==> src/sv/utsd_pkg.sv <==
`default_nettype none
package utsd_pkg;

  localparam int BYTE_W         = 8;
  localparam int LIMIT_W        = 11;
  localparam int STATUS_W       = 3;
  localparam int CP_W           = 21;
  localparam int CNT_W          = 3;
  localparam int POS_W          = 9;
  localparam int MAX_DESC_BYTES = 256;

  localparam logic [LIMIT_W-1:0]  LIMIT_RESET      = 11'd256;
  localparam logic [BYTE_W-1:0]   DESC_TYPE_STRING = 8'h03;
  localparam logic [POS_W-1:0]    POS_SAT          = 9'd511;

  localparam logic [STATUS_W-1:0] ST_OK       = 3'd0;
  localparam logic [STATUS_W-1:0] ST_SHORT    = 3'd1;
  localparam logic [STATUS_W-1:0] ST_ODD      = 3'd2;
  localparam logic [STATUS_W-1:0] ST_LONE_LOW = 3'd3;
  localparam logic [STATUS_W-1:0] ST_BROKEN   = 3'd4;
  localparam logic [STATUS_W-1:0] ST_DANGLING = 3'd5;

  typedef logic [STATUS_W-1:0] status_t;

  // One queued job: a code point with its (limit-clipped) byte count,
  // optionally followed by the end-of-descriptor status item.
  typedef struct packed {
    logic [CP_W-1:0]  cp;
    logic [CNT_W-1:0] cnt;
    logic             last;
    status_t          status;
  } cmd_t;

endpackage
`default_nettype wire

==> src/sv/utsd_in_if.sv <==
`default_nettype none
interface utsd_in_if;
  import utsd_pkg::*;
  logic              valid;
  logic              ready;
  logic [BYTE_W-1:0] in_byte;
  logic              in_last;
  modport source (output valid, output in_byte, output in_last, input ready);
  modport sink (input valid, input in_byte, input in_last, output ready);
endinterface
`default_nettype wire

==> src/sv/utsd_out_if.sv <==
`default_nettype none
interface utsd_out_if;
  import utsd_pkg::*;
  logic              valid;
  logic              ready;
  logic [BYTE_W-1:0] out_byte;
  logic              is_data;
  logic              out_last;
  status_t           status;
  modport source (output valid, output out_byte, output is_data, output out_last,
                  output status, input ready);
  modport sink (input valid, input out_byte, input is_data, input out_last,
                input status, output ready);
endinterface
`default_nettype wire

==> src/sv/utsd_cfg_if.sv <==
`default_nettype none
interface utsd_cfg_if;
  import utsd_pkg::*;
  logic               valid;
  logic               ready;
  logic [LIMIT_W-1:0] out_limit;
  modport source (output valid, output out_limit, input ready);
  modport sink (input valid, input out_limit, output ready);
endinterface
`default_nettype wire

==> src/sv/utsd_front.sv <==
`default_nettype none
module utsd_front (
  input  logic          clk,
  input  logic          rst_n,
  utsd_in_if.sink       in_if,
  utsd_cfg_if.sink      cfg_if,
  input  logic          q_full,
  output logic          q_push,
  output utsd_pkg::cmd_t q_cmd
);
  import utsd_pkg::*;

  logic [LIMIT_W-1:0] limit_r;
  logic [POS_W-1:0]   pos_r, pos_nxt;
  logic [BYTE_W-1:0]  decl_r, decl_nxt;
  logic [BYTE_W-1:0]  low_r, low_nxt;
  logic [9:0]         ph_r, ph_nxt;
  logic               hw_r, hw_nxt;
  logic [LIMIT_W-1:0] written_r, written_nxt;
  status_t            err_r, err_nxt;

  logic               accept;
  logic [15:0]        cu;
  logic               cu_low, cu_high;
  logic [CP_W-1:0]    cp;
  logic               emit;
  logic [CNT_W-1:0]   n_full;
  logic [CNT_W-1:0]   cnt;
  logic [LIMIT_W-1:0] room;
  logic [POS_W-1:0]   recv, r_eff;
  status_t            st;

  assign in_if.ready  = !q_full;
  assign cfg_if.ready = 1'b1;
  assign accept       = in_if.valid && !q_full;

  assign cu      = {in_if.in_byte, low_r};
  assign cu_low  = (cu[15:10] == 6'b110111);
  assign cu_high = (cu[15:10] == 6'b110110);

  always_comb begin
    pos_nxt  = pos_r;
    decl_nxt = decl_r;
    low_nxt  = low_r;
    ph_nxt   = ph_r;
    hw_nxt   = hw_r;
    err_nxt  = err_r;
    cp       = '0;
    emit     = 1'b0;
    if (pos_r == '0) begin
      decl_nxt = in_if.in_byte;
    end else if (pos_r == POS_W'(1)) begin
      if (in_if.in_byte != DESC_TYPE_STRING && err_r == ST_OK) begin
        err_nxt = ST_SHORT;
      end
    end else if (pos_r < {1'b0, decl_r} && {1'b0, pos_r} < 10'(MAX_DESC_BYTES)) begin
      if (!pos_r[0]) begin
        low_nxt = in_if.in_byte;
      end else if (err_r == ST_OK && written_r < limit_r) begin
        if (cu_low) begin
          if (!hw_r) begin
            err_nxt = ST_LONE_LOW;
          end else begin
            cp     = 21'h10000 + CP_W'({ph_r, cu[9:0]});
            hw_nxt = 1'b0;
            ph_nxt = '0;
            emit   = 1'b1;
          end
        end else if (cu_high) begin
          if (hw_r) begin
            err_nxt = ST_BROKEN;
          end else begin
            ph_nxt = cu[9:0];
            hw_nxt = 1'b1;
          end
        end else begin
          if (hw_r) begin
            err_nxt = ST_BROKEN;
          end else begin
            cp   = CP_W'(cu);
            emit = 1'b1;
          end
        end
      end
    end
    pos_nxt = (pos_r == POS_SAT) ? pos_r : pos_r + POS_W'(1);
  end

  always_comb begin
    if (cp < 21'h80) begin
      n_full = CNT_W'(1);
    end else if (cp < 21'h800) begin
      n_full = CNT_W'(2);
    end else if (cp < 21'h10000) begin
      n_full = CNT_W'(3);
    end else begin
      n_full = CNT_W'(4);
    end
  end

  assign room        = limit_r - written_r;
  assign cnt         = !emit ? '0 : (room < LIMIT_W'(n_full)) ? room[CNT_W-1:0] : n_full;
  assign written_nxt = written_r + LIMIT_W'(cnt);

  always_comb begin
    recv  = pos_nxt;
    r_eff = ({1'b0, recv} > 10'(MAX_DESC_BYTES)) ? POS_W'(MAX_DESC_BYTES) : recv;
    if (r_eff > {1'b0, decl_nxt}) begin
      r_eff = {1'b0, decl_nxt};
    end
    if (recv < POS_W'(2) || err_nxt == ST_SHORT) begin
      st = ST_SHORT;
    end else if (r_eff[0]) begin
      st = ST_ODD;
    end else if (err_nxt != ST_OK) begin
      st = err_nxt;
    end else if (hw_nxt) begin
      st = ST_DANGLING;
    end else begin
      st = ST_OK;
    end
  end

  assign q_push       = accept && (cnt != '0 || in_if.in_last);
  assign q_cmd.cp     = cp;
  assign q_cmd.cnt    = cnt;
  assign q_cmd.last   = in_if.in_last;
  assign q_cmd.status = in_if.in_last ? st : ST_OK;

  always_ff @(posedge clk) begin
    if (!rst_n) begin
      limit_r   <= LIMIT_RESET;
      pos_r     <= '0;
      decl_r    <= '0;
      low_r     <= '0;
      ph_r      <= '0;
      hw_r      <= 1'b0;
      written_r <= '0;
      err_r     <= ST_OK;
    end else begin
      if (cfg_if.valid) begin
        limit_r <= cfg_if.out_limit;
      end
      if (accept) begin
        if (in_if.in_last) begin
          pos_r     <= '0;
          decl_r    <= '0;
          low_r     <= '0;
          ph_r      <= '0;
          hw_r      <= 1'b0;
          written_r <= '0;
          err_r     <= ST_OK;
        end else begin
          pos_r     <= pos_nxt;
          decl_r    <= decl_nxt;
          low_r     <= low_nxt;
          ph_r      <= ph_nxt;
          hw_r      <= hw_nxt;
          written_r <= written_nxt;
          err_r     <= err_nxt;
        end
      end
    end
  end

endmodule
`default_nettype wire

==> src/sv/utsd_fifo.sv <==
`default_nettype none
module utsd_fifo #(
  parameter int DEPTH = 4
) (
  input  logic           clk,
  input  logic           rst_n,
  input  logic           push,
  input  utsd_pkg::cmd_t wr_data,
  input  logic           pop,
  output utsd_pkg::cmd_t rd_data,
  output logic           full,
  output logic           empty
);
  import utsd_pkg::*;

  localparam int PTR_W = $clog2(DEPTH);
  localparam int CNT_W = $clog2(DEPTH + 1);

  cmd_t             mem_r [DEPTH];
  logic [PTR_W-1:0] wr_ptr_r, rd_ptr_r;
  logic [CNT_W-1:0] count_r;

  assign full    = (count_r == CNT_W'(DEPTH));
  assign empty   = (count_r == '0);
  assign rd_data = mem_r[rd_ptr_r];

  always_ff @(posedge clk) begin
    if (push) begin
      mem_r[wr_ptr_r] <= wr_data;
    end
  end

  always_ff @(posedge clk) begin
    if (!rst_n) begin
      wr_ptr_r <= '0;
      rd_ptr_r <= '0;
      count_r  <= '0;
    end else begin
      if (push) begin
        wr_ptr_r <= (wr_ptr_r == PTR_W'(DEPTH - 1)) ? '0 : wr_ptr_r + PTR_W'(1);
      end
      if (pop) begin
        rd_ptr_r <= (rd_ptr_r == PTR_W'(DEPTH - 1)) ? '0 : rd_ptr_r + PTR_W'(1);
      end
      if (push && !pop) begin
        count_r <= count_r + CNT_W'(1);
      end else if (pop && !push) begin
        count_r <= count_r - CNT_W'(1);
      end
    end
  end

endmodule
`default_nettype wire

==> src/sv/utsd_back.sv <==
`default_nettype none
module utsd_back (
  input  logic           clk,
  input  logic           rst_n,
  input  logic           q_empty,
  input  utsd_pkg::cmd_t q_cmd,
  output logic           q_pop,
  utsd_out_if.source     out_if
);
  import utsd_pkg::*;

  logic [CNT_W-1:0]  idx_r, idx_nxt;
  logic              out_valid_r;
  logic [BYTE_W-1:0] out_byte_r;
  logic              is_data_r;
  logic              out_last_r;
  status_t           status_r;

  logic [BYTE_W-1:0] enc [4];
  logic              load;
  logic              data_step;

  always_comb begin
    enc[0] = '0;
    enc[1] = '0;
    enc[2] = '0;
    enc[3] = '0;
    if (q_cmd.cp < 21'h80) begin
      enc[0] = q_cmd.cp[7:0];
    end else if (q_cmd.cp < 21'h800) begin
      enc[0] = {3'b110, q_cmd.cp[10:6]};
      enc[1] = {2'b10, q_cmd.cp[5:0]};
    end else if (q_cmd.cp < 21'h10000) begin
      enc[0] = {4'b1110, q_cmd.cp[15:12]};
      enc[1] = {2'b10, q_cmd.cp[11:6]};
      enc[2] = {2'b10, q_cmd.cp[5:0]};
    end else begin
      enc[0] = {5'b11110, q_cmd.cp[20:18]};
      enc[1] = {2'b10, q_cmd.cp[17:12]};
      enc[2] = {2'b10, q_cmd.cp[11:6]};
      enc[3] = {2'b10, q_cmd.cp[5:0]};
    end
  end

  assign load      = !q_empty && (!out_valid_r || out_if.ready);
  assign data_step = (idx_r < q_cmd.cnt);

  always_comb begin
    q_pop   = 1'b0;
    idx_nxt = idx_r;
    if (load) begin
      if (data_step && !(idx_r == q_cmd.cnt - CNT_W'(1) && !q_cmd.last)) begin
        idx_nxt = idx_r + CNT_W'(1);
      end else begin
        q_pop   = 1'b1;
        idx_nxt = '0;
      end
    end
  end

  always_ff @(posedge clk) begin
    if (!rst_n) begin
      idx_r       <= '0;
      out_valid_r <= 1'b0;
    end else begin
      idx_r <= idx_nxt;
      if (load) begin
        out_valid_r <= 1'b1;
      end else if (out_if.ready) begin
        out_valid_r <= 1'b0;
      end
    end
  end

  always_ff @(posedge clk) begin
    if (load) begin
      if (data_step) begin
        out_byte_r <= enc[idx_r[1:0]];
        is_data_r  <= 1'b1;
        out_last_r <= 1'b0;
        status_r   <= ST_OK;
      end else begin
        out_byte_r <= '0;
        is_data_r  <= 1'b0;
        out_last_r <= 1'b1;
        status_r   <= q_cmd.status;
      end
    end
  end

  assign out_if.valid    = out_valid_r;
  assign out_if.out_byte = out_byte_r;
  assign out_if.is_data  = is_data_r;
  assign out_if.out_last = out_last_r;
  assign out_if.status   = status_r;

`ifndef NO_ASSERTIONS
  a_idx_in_range: assert property (@(posedge clk) disable iff (!rst_n)
    !q_empty |-> idx_r <= q_cmd.cnt)
    else $error("byte index past queued count");

  a_status_shape: assert property (@(posedge clk) disable iff (!rst_n)
    out_valid_r && out_last_r |-> !is_data_r && out_byte_r == '0)
    else $error("status transaction carries data");

  a_pop_restarts: assert property (@(posedge clk) disable iff (!rst_n)
    q_pop |=> idx_r == '0)
    else $error("index not cleared after pop");
`endif

endmodule
`default_nettype wire

==> src/sv/utf16le_string_desc_to_utf8.sv <==
`default_nettype none
// Channel   Dir  Payload                                  Handshake
// in_if     in   in_byte[7:0], in_last                    valid/ready
// out_if    out  out_byte[7:0], is_data, out_last, status valid/ready
// cfg_if    in   out_limit[10:0]                          valid/ready (always ready)
//
// Front takes one descriptor byte per cycle while the job queue has room.
// Back sends one transaction per cycle from a registered output stage while
// jobs are queued and out_if is ready. A code unit (two input bytes) yields
// up to three data bytes, so the output port sets the sustained pace.
// Reset (rst_n low, synchronous) clears the queue and all descriptor state.
module utf16le_string_desc_to_utf8 #(
  parameter int QUEUE_DEPTH = 4
) (
  input  logic       clk,
  input  logic       rst_n,
  utsd_in_if.sink    in_if,
  utsd_out_if.source out_if,
  utsd_cfg_if.sink   cfg_if
);
  import utsd_pkg::*;

  logic q_push, q_pop, q_full, q_empty;
  cmd_t q_wr, q_rd;

  utsd_front u_front (
    .clk    (clk),
    .rst_n  (rst_n),
    .in_if  (in_if),
    .cfg_if (cfg_if),
    .q_full (q_full),
    .q_push (q_push),
    .q_cmd  (q_wr)
  );

  utsd_fifo #(
    .DEPTH (QUEUE_DEPTH)
  ) u_fifo (
    .clk     (clk),
    .rst_n   (rst_n),
    .push    (q_push),
    .wr_data (q_wr),
    .pop     (q_pop),
    .rd_data (q_rd),
    .full    (q_full),
    .empty   (q_empty)
  );

  utsd_back u_back (
    .clk     (clk),
    .rst_n   (rst_n),
    .q_empty (q_empty),
    .q_cmd   (q_rd),
    .q_pop   (q_pop),
    .out_if  (out_if)
  );

endmodule
`default_nettype wire

==> src/flat_wrapper.sv <==
// flat-port wrapper written by rule: the top's interface ports become plain ports
module utf16le_string_desc_to_utf8_flat import utsd_pkg::*;
#(
  parameter int QUEUE_DEPTH = 4
)
  (clk, rst_n, in_if_valid, in_if_in_byte, in_if_in_last, in_if_ready, out_if_valid, out_if_out_byte, out_if_is_data, out_if_out_last, out_if_status, out_if_ready, cfg_if_valid, cfg_if_out_limit, cfg_if_ready);
  utsd_in_if in_if_i ();
  utsd_out_if out_if_i ();
  utsd_cfg_if cfg_if_i ();
  input  logic clk;
  input  logic rst_n;
  input wire logic [$bits(in_if_i.valid)-1:0] in_if_valid;
  input wire logic [$bits(in_if_i.in_byte)-1:0] in_if_in_byte;
  input wire logic [$bits(in_if_i.in_last)-1:0] in_if_in_last;
  output wire logic [$bits(in_if_i.ready)-1:0] in_if_ready;
  output wire logic [$bits(out_if_i.valid)-1:0] out_if_valid;
  output wire logic [$bits(out_if_i.out_byte)-1:0] out_if_out_byte;
  output wire logic [$bits(out_if_i.is_data)-1:0] out_if_is_data;
  output wire logic [$bits(out_if_i.out_last)-1:0] out_if_out_last;
  output wire logic [$bits(out_if_i.status)-1:0] out_if_status;
  input wire logic [$bits(out_if_i.ready)-1:0] out_if_ready;
  input wire logic [$bits(cfg_if_i.valid)-1:0] cfg_if_valid;
  input wire logic [$bits(cfg_if_i.out_limit)-1:0] cfg_if_out_limit;
  output wire logic [$bits(cfg_if_i.ready)-1:0] cfg_if_ready;
  assign in_if_i.valid = in_if_valid;
  assign in_if_i.in_byte = in_if_in_byte;
  assign in_if_i.in_last = in_if_in_last;
  assign in_if_ready = in_if_i.ready;
  assign out_if_valid = out_if_i.valid;
  assign out_if_out_byte = out_if_i.out_byte;
  assign out_if_is_data = out_if_i.is_data;
  assign out_if_out_last = out_if_i.out_last;
  assign out_if_status = out_if_i.status;
  assign out_if_i.ready = out_if_ready;
  assign cfg_if_i.valid = cfg_if_valid;
  assign cfg_if_i.out_limit = cfg_if_out_limit;
  assign cfg_if_ready = cfg_if_i.ready;
  utf16le_string_desc_to_utf8 #(.QUEUE_DEPTH(QUEUE_DEPTH)) u_core (.clk(clk), .rst_n(rst_n), .in_if(in_if_i), .out_if(out_if_i), .cfg_if(cfg_if_i));
endmodule
==> config.mk <==
export PLATFORM = sky130hd
export DESIGN_NAME = utf16le_string_desc_to_utf8_flat
export DESIGN_NICKNAME = d
export VERILOG_FILES = /design/src/sv/utsd_pkg.sv /design/src/sv/utsd_in_if.sv /design/src/sv/utsd_out_if.sv /design/src/sv/utsd_cfg_if.sv /design/src/sv/utsd_front.sv /design/src/sv/utsd_fifo.sv /design/src/sv/utsd_back.sv /design/src/sv/utf16le_string_desc_to_utf8.sv /design/src/flat_wrapper.sv
export SDC_FILE = /design/constraint.sdc
export NUM_CORES = 1
export LEC_CHECK = 0
export ABC_AREA = 1
export BUFFER_PORTS_ARGS = -buffer_cell sky130_fd_sc_hd__buf_2
export CAP_MARGIN = 20
export CORE_ASPECT_RATIO = 0.8
export CORE_MARGIN = 2
export CORE_UTILIZATION = 62
export DETAILED_ROUTE_END_ITERATION = 7
export PLACE_DENSITY = 0.79
export SLEW_MARGIN = 10
export SYNTH_ARGS = -nofsm -noshare
export SYNTH_HDL_FRONTEND = slang
export SYNTH_HIERARCHICAL = 1
export SYNTH_SLANG_ARGS = --single-unit
==> constraint.sdc <==
create_clock -name clk -period 6.03 [get_ports clk]
set_input_delay 0.603 -clock clk [delete_from_list [all_inputs] [get_ports clk]]
set_output_delay 0.603 -clock clk [all_outputs]
set_load 0.01 [all_outputs]
==> impl_metrics.tcl, run 1 <==
set metrics [dict create \
    root_buffer "clkbuf_16" \
    htree_levels 4 \
    synthArstFlopShare_pct 0 \
    slowest_stage "dfxtp_1" \
    synth_xor_area_share_pct 1.47 \
    ys_seq_area_share_pct 48.7 \
    tritoncts "yes" \
    cts.clk_slew.worst_paths_ns 0.07 \
    clock_sinks 199 \
    leakage_nw 4.98 \
    synth-edff-count 125 \
    fmax_ghz 0.203 \
    worst-slew-pin-transition_ns 1.02 \
    insertion_delay_ns 0.43 \
    gp_congestion 0.985 \
    drtIter0Drc 933 \
    grt_remaining_overflow 0 \
    core_area_um2 17200 \
    wl_per_cell_um 15.9 \
    synth_cell_types 56 \
    rsz0062_at_grt "false" \
    via_count 8689 \
    yosys_warnings 6 \
    grt.total_usage_pct 27.7 \
    syn-cell-area_um2 10800 \
    hold_viol 0 \
    synth_top_area_share_pct 34.9 \
    die_width_um 151 \
    yosys_register_bits 199 \
    vias_per_cell 5.60 \
    syn_inst 1284 \
    first_pass_iters 6 \
    finalClockSkew_ns 0.0123 \
    cts_setup_buffers 0 \
    nets 1388 \
    period_needed_ns 4.93 \
    hold_path.class "in -> reg" \
    antenna_found_initial 0 \
    die-area_um2 18400 \
    crit_top_cell "nand2_1" \
    vdd.ir_drop.worst_mv 0.190 \
    drc 0 \
    dr_wl_met2_um 10900 \
    io-pin-count 41 \
    post_cts_resized 0 \
    highest_layer "met4" \
    antenna_left 0 \
    grt_max_degree 58 \
    final_cell_mix "nand2_1, nor2_1, inv_1, edfxtp_1, o21ai_0" \
    worstSetupPathType "reg -> reg" \
    wirelength_um 24600 \
    grt_pass1_vias 7876 \
    synthToLayoutAreaGrowth_pct 8.58 \
    slew_violations 0 \
    ctsHoldBuffers 0 \
    grt_pass1_wl_um 39300 \
    num_rows 43 \
    p_per_area_nw_per_um2 318 \
    synthSimpleGateAreaFrac_pct 23.2 \
    clockBufferDepth 2 \
    cp.arrival_ns 5.30 \
    synth-compound-area-share_pct 12.4 \
    slew_headroom_pct 32.0 \
    synthAdderAreaFrac_pct 5.91 \
    synthMuxAreaShare_pct 0.0931 \
    final_common_cell "nand2_1" \
    total_power_mw 3.71 \
    wl_met1_um 11300 \
    postSynthAreaPerCell_um2 8.37 \
    fin_crit_sh_pct 81.7 \
    n_antenna_cell 0 \
    cts_made_buffers 17 \
    dpl.hpwl_um 17100 \
    cpPeakStageDelay_ns 0.41 \
    start_util_pct 62.6 \
    cp-end-kind "flop" \
    yosysTopAreaCell "edfxtp_1" \
    dr_wl_met3_um 2090 \
    finalSetupTns_ns 0 \
    worst-path-max-fanout 6 \
    outcome "completed" \
    finalSetupViolCount 0 \
    cap_violations 0 \
    drive_gt1_share_pct 10.6 \
    synth_ff_type "edfxtp_1" \
    syn-num-nets 1358 \
    io_buffers 39 \
    die_height_um 122 \
    required_ns 6.41 \
    cp-start-kind "flop" \
    synth_top_family_by_area "simple AND/OR/NAND/NOR gates" \
    synth_area_leaders "edfxtp_1, dfxtp_1, nand2_1, nor2_1, inv_1" \
]
## routing by layer
layer	track usage, %	up-vias
met5	0	-
met4	6.48	0
met3	5.73	27
met2	42.3	333
met1	41.0	4021
li1	-	4308
## synthesized netlist by cell type (22+ instances only)
| library cell | number |
|---|---|
| ha_1 | 46 |
| dfxtp_1 | 74 |
| o21ai_1 | 22 |
| nand2_1 | 243 |
| clkbuf_1 | 22 |
| nor2_1 | 194 |
| nand3_1 | 56 |
| edfxtp_1 | 125 |
| a21oi_1 | 79 |
| inv_1 | 155 |
| o21ai_0 | 83 |
| o22ai_1 | 28 |
## area by class of cell
| class | count | area (µm²) |
|---|---|---|
| Fill cell | 1383 | 5490 |
| Sequential cell | 199 | 5240 |
| Multi-Input combinational cell | 873 | 4640 |
| Inverter | 173 | 649 |
| Clock buffer | 19 | 433 |
| Timing Repair Buffer | 50 | 298 |
| Tap cell | 225 | 282 |
| Clock inverter | 13 | 139 |
## state kept, by name, summed over array words and instances (netlist names), named ones only
| signal | count |
|---|---|
| u_core/u_back/idx_r | 3 |
| u_core/u_back/out_if.is_data | 1 |
| u_core/u_back/out_if.out_byte | 8 |
| u_core/u_back/out_if.out_last | 1 |
| u_core/u_back/out_if.status | 3 |
| u_core/u_back/out_if.valid | 1 |
| u_core/u_fifo/count_r | 3 |
| u_core/u_fifo/mem_r | 112 |
| u_core/u_fifo/rd_ptr_r | 2 |
| u_core/u_fifo/wr_ptr_r | 2 |
| u_core/u_front/decl_r | 8 |
| u_core/u_front/err_r | 3 |
| u_core/u_front/hw_r | 1 |
| u_core/u_front/limit_r | 11 |
| u_core/u_front/low_r | 8 |
| u_core/u_front/ph_r | 10 |
| u_core/u_front/pos_r | 9 |
| u_core/u_front/written_r | 11 |
## worst max-delay path: cells and delay by family, from the launching register on
family          cells  cell delay [ns]
flops               1             0.41
simple gates       23             2.56
buf+inv             3             0.28
compound gates      4             0.55
fa+ha+maj           4             1.05
## final timing paths
path,endpoint,cells after the start,startpoint,slack (ns)
setup / recovery,u_core/u_front/written_r[10],34,u_core/u_front/written_r[3],1.10
hold / removal,u_core/u_front/limit_r[8],3,cfg_if_out_limit[8],0.39
setup reg to reg,u_core/u_front/written_r[10],34,u_core/u_front/written_r[3],1.10
hold reg to reg,u_core/u_front/decl_r[4],2,u_core/u_front/decl_r[4],0.47
## report_power, final
part           total, mW  internal (mW)  switching, mW
sequential          1.66           1.59         0.0648
clock               1.11          0.585          0.524
combinational      0.945          0.301          0.644
## logic make-up (layout without fill, tap and decap cells)
group	Yosys count	in the layout
buffers and inverters	212	255
and+or+nand+nor	564	564
adders and majority gates	49	49
muxes	1	1
other	1	1
DFF	199	199
AOI/OAI and AO/OA	240	240
xor gates and xnor gates	18	18
## through the flow
step	hold WS [ns]	instances	worst slack, ns	utilization, %	cell area, µm²
3_3_place_gp	0.452	1519	1.31	64.5	11100
2_1_floorplan	0.435	1284	1.75	-	10800
5_1_grt	0.391	1552	0.568	68.0	11700
4_1_cts	0.374	1551	1.16	67.9	11600
6_report	0.387	1552	1.10	68.0	11700
3_5_place_dp	0.456	1519	1.21	64.5	11100
Note: power is estimated with default switching activity, not from simulation.
==> run 2, diff against run 1 <==
==> constraint.sdc (replaced) <==
create_clock -name clk -period 5.15 [get_ports clk]
set_input_delay 0.515 -clock clk [delete_from_list [all_inputs] [get_ports clk]]
set_output_delay 0.515 -clock clk [all_outputs]
set_load 0.01 [all_outputs]
==> impl_metrics.tcl, run 2 (synthesis gave the netlist of run 1 again) <==
set metrics [dict create \
    num_rows 43 \
    first_pass_iters 5 \
    leakage_nw 5.06 \
    cts_made_buffers 17 \
    synthToLayoutAreaGrowth_pct 11.1 \
    dr_wl_met2_um 11800 \
    dpl.hpwl_um 17200 \
    outcome "completed" \
    ctsHoldBuffers 0 \
    required_ns 5.54 \
    grt_pass1_vias 8012 \
    worst-path-buf-inv 3 \
    worst-path-max-fanout 6 \
    grt_max_degree 57 \
    period_needed_ns 4.94 \
    cpPeakStageDelay_ns 0.36 \
    io_buffers 39 \
    final_cell_mix "nand2_1, nor2_1, inv_1, edfxtp_1, o21ai_0" \
    via_count 8940 \
    p_per_area_nw_per_um2 369 \
    crit_top_cell "nand2_1" \
    grt.total_usage_pct 28.0 \
    rr_startpoint "u_core/u_front/written_r[6]" \
    highest_layer "met4" \
    post-route-util_pct 69.6 \
    finalSetupViolCount 0 \
    regArea_um2 5240 \
    clockBufferDepth 2 \
    root_buffer "clkbuf_16" \
    fillers 1342 \
    start_util_pct 62.6 \
    drc 0 \
    grt_pass1_wl_um 40100 \
    clock_sinks 199 \
    core_area_um2 17200 \
    die_height_um 122 \
    drtIter0Drc 937 \
    finalClockSkew_ns 0.0110 \
    die_width_um 151 \
    cp.arrival_ns 5.32 \
    regMostFlops "u_core/u_fifo/mem_r" \
    cp-start-kind "flop" \
    slew_headroom_pct 30.5 \
    slew_violations 0 \
    vdd.ir_drop.worst_mv 0.220 \
    grt_remaining_overflow 0 \
    slowest_stage "dfxtp_2" \
    htree_levels 4 \
    n_antenna_cell 0 \
    tritoncts "yes" \
    cts.clk_slew.worst_paths_ns 0.08 \
    die-area_um2 18400 \
    wirelength_um 25700 \
    cp-end-kind "flop" \
    io-pin-count 41 \
    vias_per_cell 5.74 \
    post-place-ws_ns 0.284 \
    antenna_found_initial 0 \
    startpoint "u_core/u_front/written_r[6]" \
    hold_viol 0 \
    antenna_left 0 \
    multi_input_area_um2 4820 \
    worstSetupPathType "reg -> reg" \
    largest_reg_flops 112 \
    hold_path.class "in -> reg" \
    wl_per_cell_um 16.5 \
    nets 1393 \
    timing.final.ws_setup_ns 0.214 \
    final_common_cell "nand2_1" \
    finalSetupTns_ns 0 \
    fmax_ghz 0.203 \
    fin_crit_sh_pct 95.8 \
    hold_path.startpoint "cfg_if_out_limit[8]" \
    worst-slew-pin-transition_ns 1.04 \
    top_regs "u_core/u_fifo/mem_r x112, u_core/u_front/limit_r x11, u_core/u_front/written_r x11" \
    wl_met1_um 11600 \
    insertion_delay_ns 0.44 \
    dr_wl_met3_um 1940 \
    drive_gt1_share_pct 12.9 \
    cap_violations 0 \
    crit_family "simple AND/OR/NAND/NOR gates" \
    gp_congestion 0.943 \
]
run 2: changes by cell type in the layout (fill, tap and decap cells not counted), sizes merged:
cell	before	now
buf	50	55
clkinv	11	13
clkinvlp	1	3
inv	173	171
bufinv	1	0
clkbuf	19	18
run 2: metal layers:
layer	track usage, %	vias up
met1	40.8	4172
met5	0	-
li1	-	4352
met3	4.49	39
met4	8.59	0
met2	43.4	377
run 2: cell type report:
cell class / count / share of cell area [%]
flip-flops and latches: 199 / 43.9
multi-input cells: 873 / 40.4
inverters: 173 / 5.44
clock buffers: 18 / 3.77
repair buffers: 55 / 2.70
well taps: 225 / 2.36
clock inverters: 14 / 1.46
run 2: tightest hold or removal path, delay by kind of cell:
kind	cells	cell delay (ns)
simple gates	2	0.11
buf+inv	1	0.08
run 2: final timing paths:
check                                       to  slack (ns)  cells past startpoint
setup / recovery  u_core/u_front/written_r[10]        0.21                     34
hold / removal       u_core/u_front/limit_r[8]        0.29                      3
setup reg to reg  u_core/u_front/written_r[10]        0.21                     34
hold reg to reg       u_core/u_front/decl_r[2]        0.47                      2
run 2: metrics by stage:
| step | area [µm²] | std cells | hold slack [ns] | power, mW |
|---|---|---|---|---|
| floorplan | 10800 | 1284 | 0.435 | 2.77 |
| global placement | 11100 | 1521 | 0.453 | 3.03 |
| detailed placement | 11100 | 1521 | 0.456 | 3.06 |
| CTS | 11700 | 1553 | 0.284 | 4.40 |
| global route | 11900 | 1557 | 0.292 | 4.64 |
| finish | 11900 | 1557 | 0.289 | 4.41 |
run 2: timing repair:
item | CTS | global route
endpoints found under the setup margin | 0 | 5
gates resized for setup | 0 | 35
buffers inserted | 0 | 3
run 2: where the power goes:
part           switching, mW  internal [mW]  total [mW]
combinational          0.764          0.362        1.13
clock                  0.659          0.685        1.34
sequential            0.0758           1.86        1.94
total                   1.50           2.91        4.41
==> run 3, diff against run 2 <==
--- a/config.mk
+++ b/config.mk
@@ -10,9 +10,10 @@
 export CAP_MARGIN = 20
 export CORE_ASPECT_RATIO = 0.8
 export CORE_MARGIN = 2
-export CORE_UTILIZATION = 62
+export CORE_UTILIZATION = 51
 export DETAILED_ROUTE_END_ITERATION = 7
-export PLACE_DENSITY = 0.79
+export MAX_ROUTING_LAYER = met4
+export PLACE_DENSITY = 0.67
 export SLEW_MARGIN = 10
 export SYNTH_ARGS = -nofsm -noshare
 export SYNTH_HDL_FRONTEND = slang
==> impl_metrics.tcl, run 3 (synthesis gave the netlist of run 1 again) <==
set metrics [dict create \
    outcome "completed" \
    cp-start-kind "flop" \
    p_comb_share_pct 25.3 \
    ctsHoldBuffers 0 \
    grt_pass1_vias 8005 \
    wirelength_um 25700 \
    crit_family "simple AND/OR/NAND/NOR gates" \
    wl_per_cell_um 16.0 \
    gp_congestion 0.923 \
    hold_path.class "in -> reg" \
    htree_levels 4 \
    clock_sinks 199 \
    pwr-share-seq_pct 43.3 \
    post-route-util_pct 57.8 \
    antenna_found_initial 0 \
    clockPowerShare_pct 31.3 \
    cap_violations 0 \
    nets 1395 \
    finalSetupTns_ns 0 \
    p_per_area_nw_per_um2 374 \
    final_cell_area_um2 12000 \
    slew_headroom_pct 28.9 \
    regArea_um2 5240 \
    slowest_stage "dfxtp_1" \
    top_regs "u_core/u_fifo/mem_r x112, u_core/u_front/limit_r x11, u_core/u_front/written_r x11" \
    via_count 8711 \
    cts.clk_slew.worst_paths_ns 0.08 \
    worst-path-buf-inv 3 \
    vdd.ir_drop.worst_mv 0.310 \
    io_buffers 39 \
    multi_input_area_um2 4760 \
    final_common_cell "nand2_1" \
    fmax_ghz 0.213 \
    first_pass_iters 5 \
    fin_crit_sh_pct 91.2 \
    holdWs_ns 0.298 \
    final_cell_mix "nand2_1, nor2_1, inv_1, edfxtp_1, o21ai_0" \
    grt_remaining_overflow 0 \
    cp.arrival_ns 5.09 \
    total_power_mw 4.47 \
    antenna_left 0 \
    drc 0 \
    tritoncts "yes" \
    dpl.hpwl_um 17900 \
    finalClockSkew_ns 0.0167 \
    n_antenna_cell 0 \
    finalSetupViolCount 0 \
    drtIter0Drc 897 \
    vias_per_cell 5.43 \
    die_height_um 134 \
    num_rows 47 \
    required_ns 5.54 \
    hold_viol 0 \
    synthToLayoutAreaGrowth_pct 11.3 \
    die_width_um 166 \
    start_util_pct 51.9 \
    period_needed_ns 4.70 \
    io-pin-count 41 \
    cp-end-kind "flop" \
    drive_gt1_share_pct 12.2 \
    grt_max_degree 47 \
    crit_top_cell "nand2_1" \
    die-area_um2 22300 \
    clockBufferDepth 2 \
    core_area_um2 20700 \
    cpPeakStageDelay_ns 0.42 \
    insertion_delay_ns 0.45 \
    grt.total_usage_pct 24.5 \
    worst-slew-pin-transition_ns 1.06 \
    leakage_nw 5.07 \
    cts_made_buffers 17 \
    worst-path-max-fanout 6 \
    grt_pass1_wl_um 42100 \
    regMostFlops "u_core/u_fifo/mem_r" \
    switchingPower_mw 1.55 \
    slew_violations 0 \
    placed_area_um2 11200 \
    root_buffer "clkbuf_16" \
    swShare_pct 34.6 \
    worstSetupPathType "reg -> reg" \
    fillers 1844 \
    p_int_mw 2.92 \
    largest_reg_flops 112 \
]
run 3: changes by cell type in the layout (fill, tap and decap cells not counted), moves of 2 or more:
cell and change:
buf_4 +2, clkinvlp_4 -3, dfxtp_1 +3, dfxtp_2 -2, ha_1 +3, ha_4 -3
inv_12 +2, inv_6 +2
run 3: power groups by stage:
stage	clock network [mW]	registers, mW	logic, mW
floorplan	0	1.98	0.785
global placement	0	1.97	1.09
detailed placement	0	1.97	1.11
CTS	1.42	1.94	1.12
global route	1.48	1.95	1.28
finish	1.40	1.94	1.13
run 3: final cells by class:
type / count / share of cell area [%]
clock buffer: 18 / 3.76
clock inverter: 14 / 1.59
inverter: 173 / 5.43
multi-input combinational: 873 / 39.7
sequential: 199 / 43.7
tap: 269 / 2.81
timing repair buffer: 57 / 2.93
run 3: tightest hold or removal path, stage by stage:
cell and delay (ns):
buf_2 0.08, nand2_1 0.04, nand3_1 0.07
run 3: worst paths after layout:
kind | startpoint | end | slack (ns) | depth (start not counted)
worst max register to register | u_core/u_front/written_r[1] | u_core/u_front/written_r[10] | 0.45 | 33
worst max-delay path | u_core/u_front/written_r[1] | u_core/u_front/written_r[10] | 0.45 | 33
worst min-delay path | cfg_if_out_limit[8] | u_core/u_front/limit_r[8] | 0.30 | 3
worst min register to register | u_core/u_front/decl_r[7] | u_core/u_front/decl_r[7] | 0.47 | 2
run 3: layer usage:
metal / vias up / track usage [%] / wire length (µm)
li1: 4332 / - / -
met1: 4090 / 35.1 / 12500
met2: 264 / 36.9 / 11300
met3: 25 / 3.78 / 1560
met4: 0 / 5.65 / 299
met5: - / - / 0
run 3: timing repair:
item | 4_1_cts | 5_1_grt
gates resized for setup | 0 | 20
endpoints found under the setup margin | 0 | 6
buffers inserted | 0 | 4
run 3: stage by stage:
stage / setup slack [ns] / cells
finish: 0.455 / 1603
global route: -0.00323 / 1603
CTS: 0.216 / 1598
detailed placement: 0.252 / 1566
global placement: 0.428 / 1566
floorplan: 0.873 / 1284
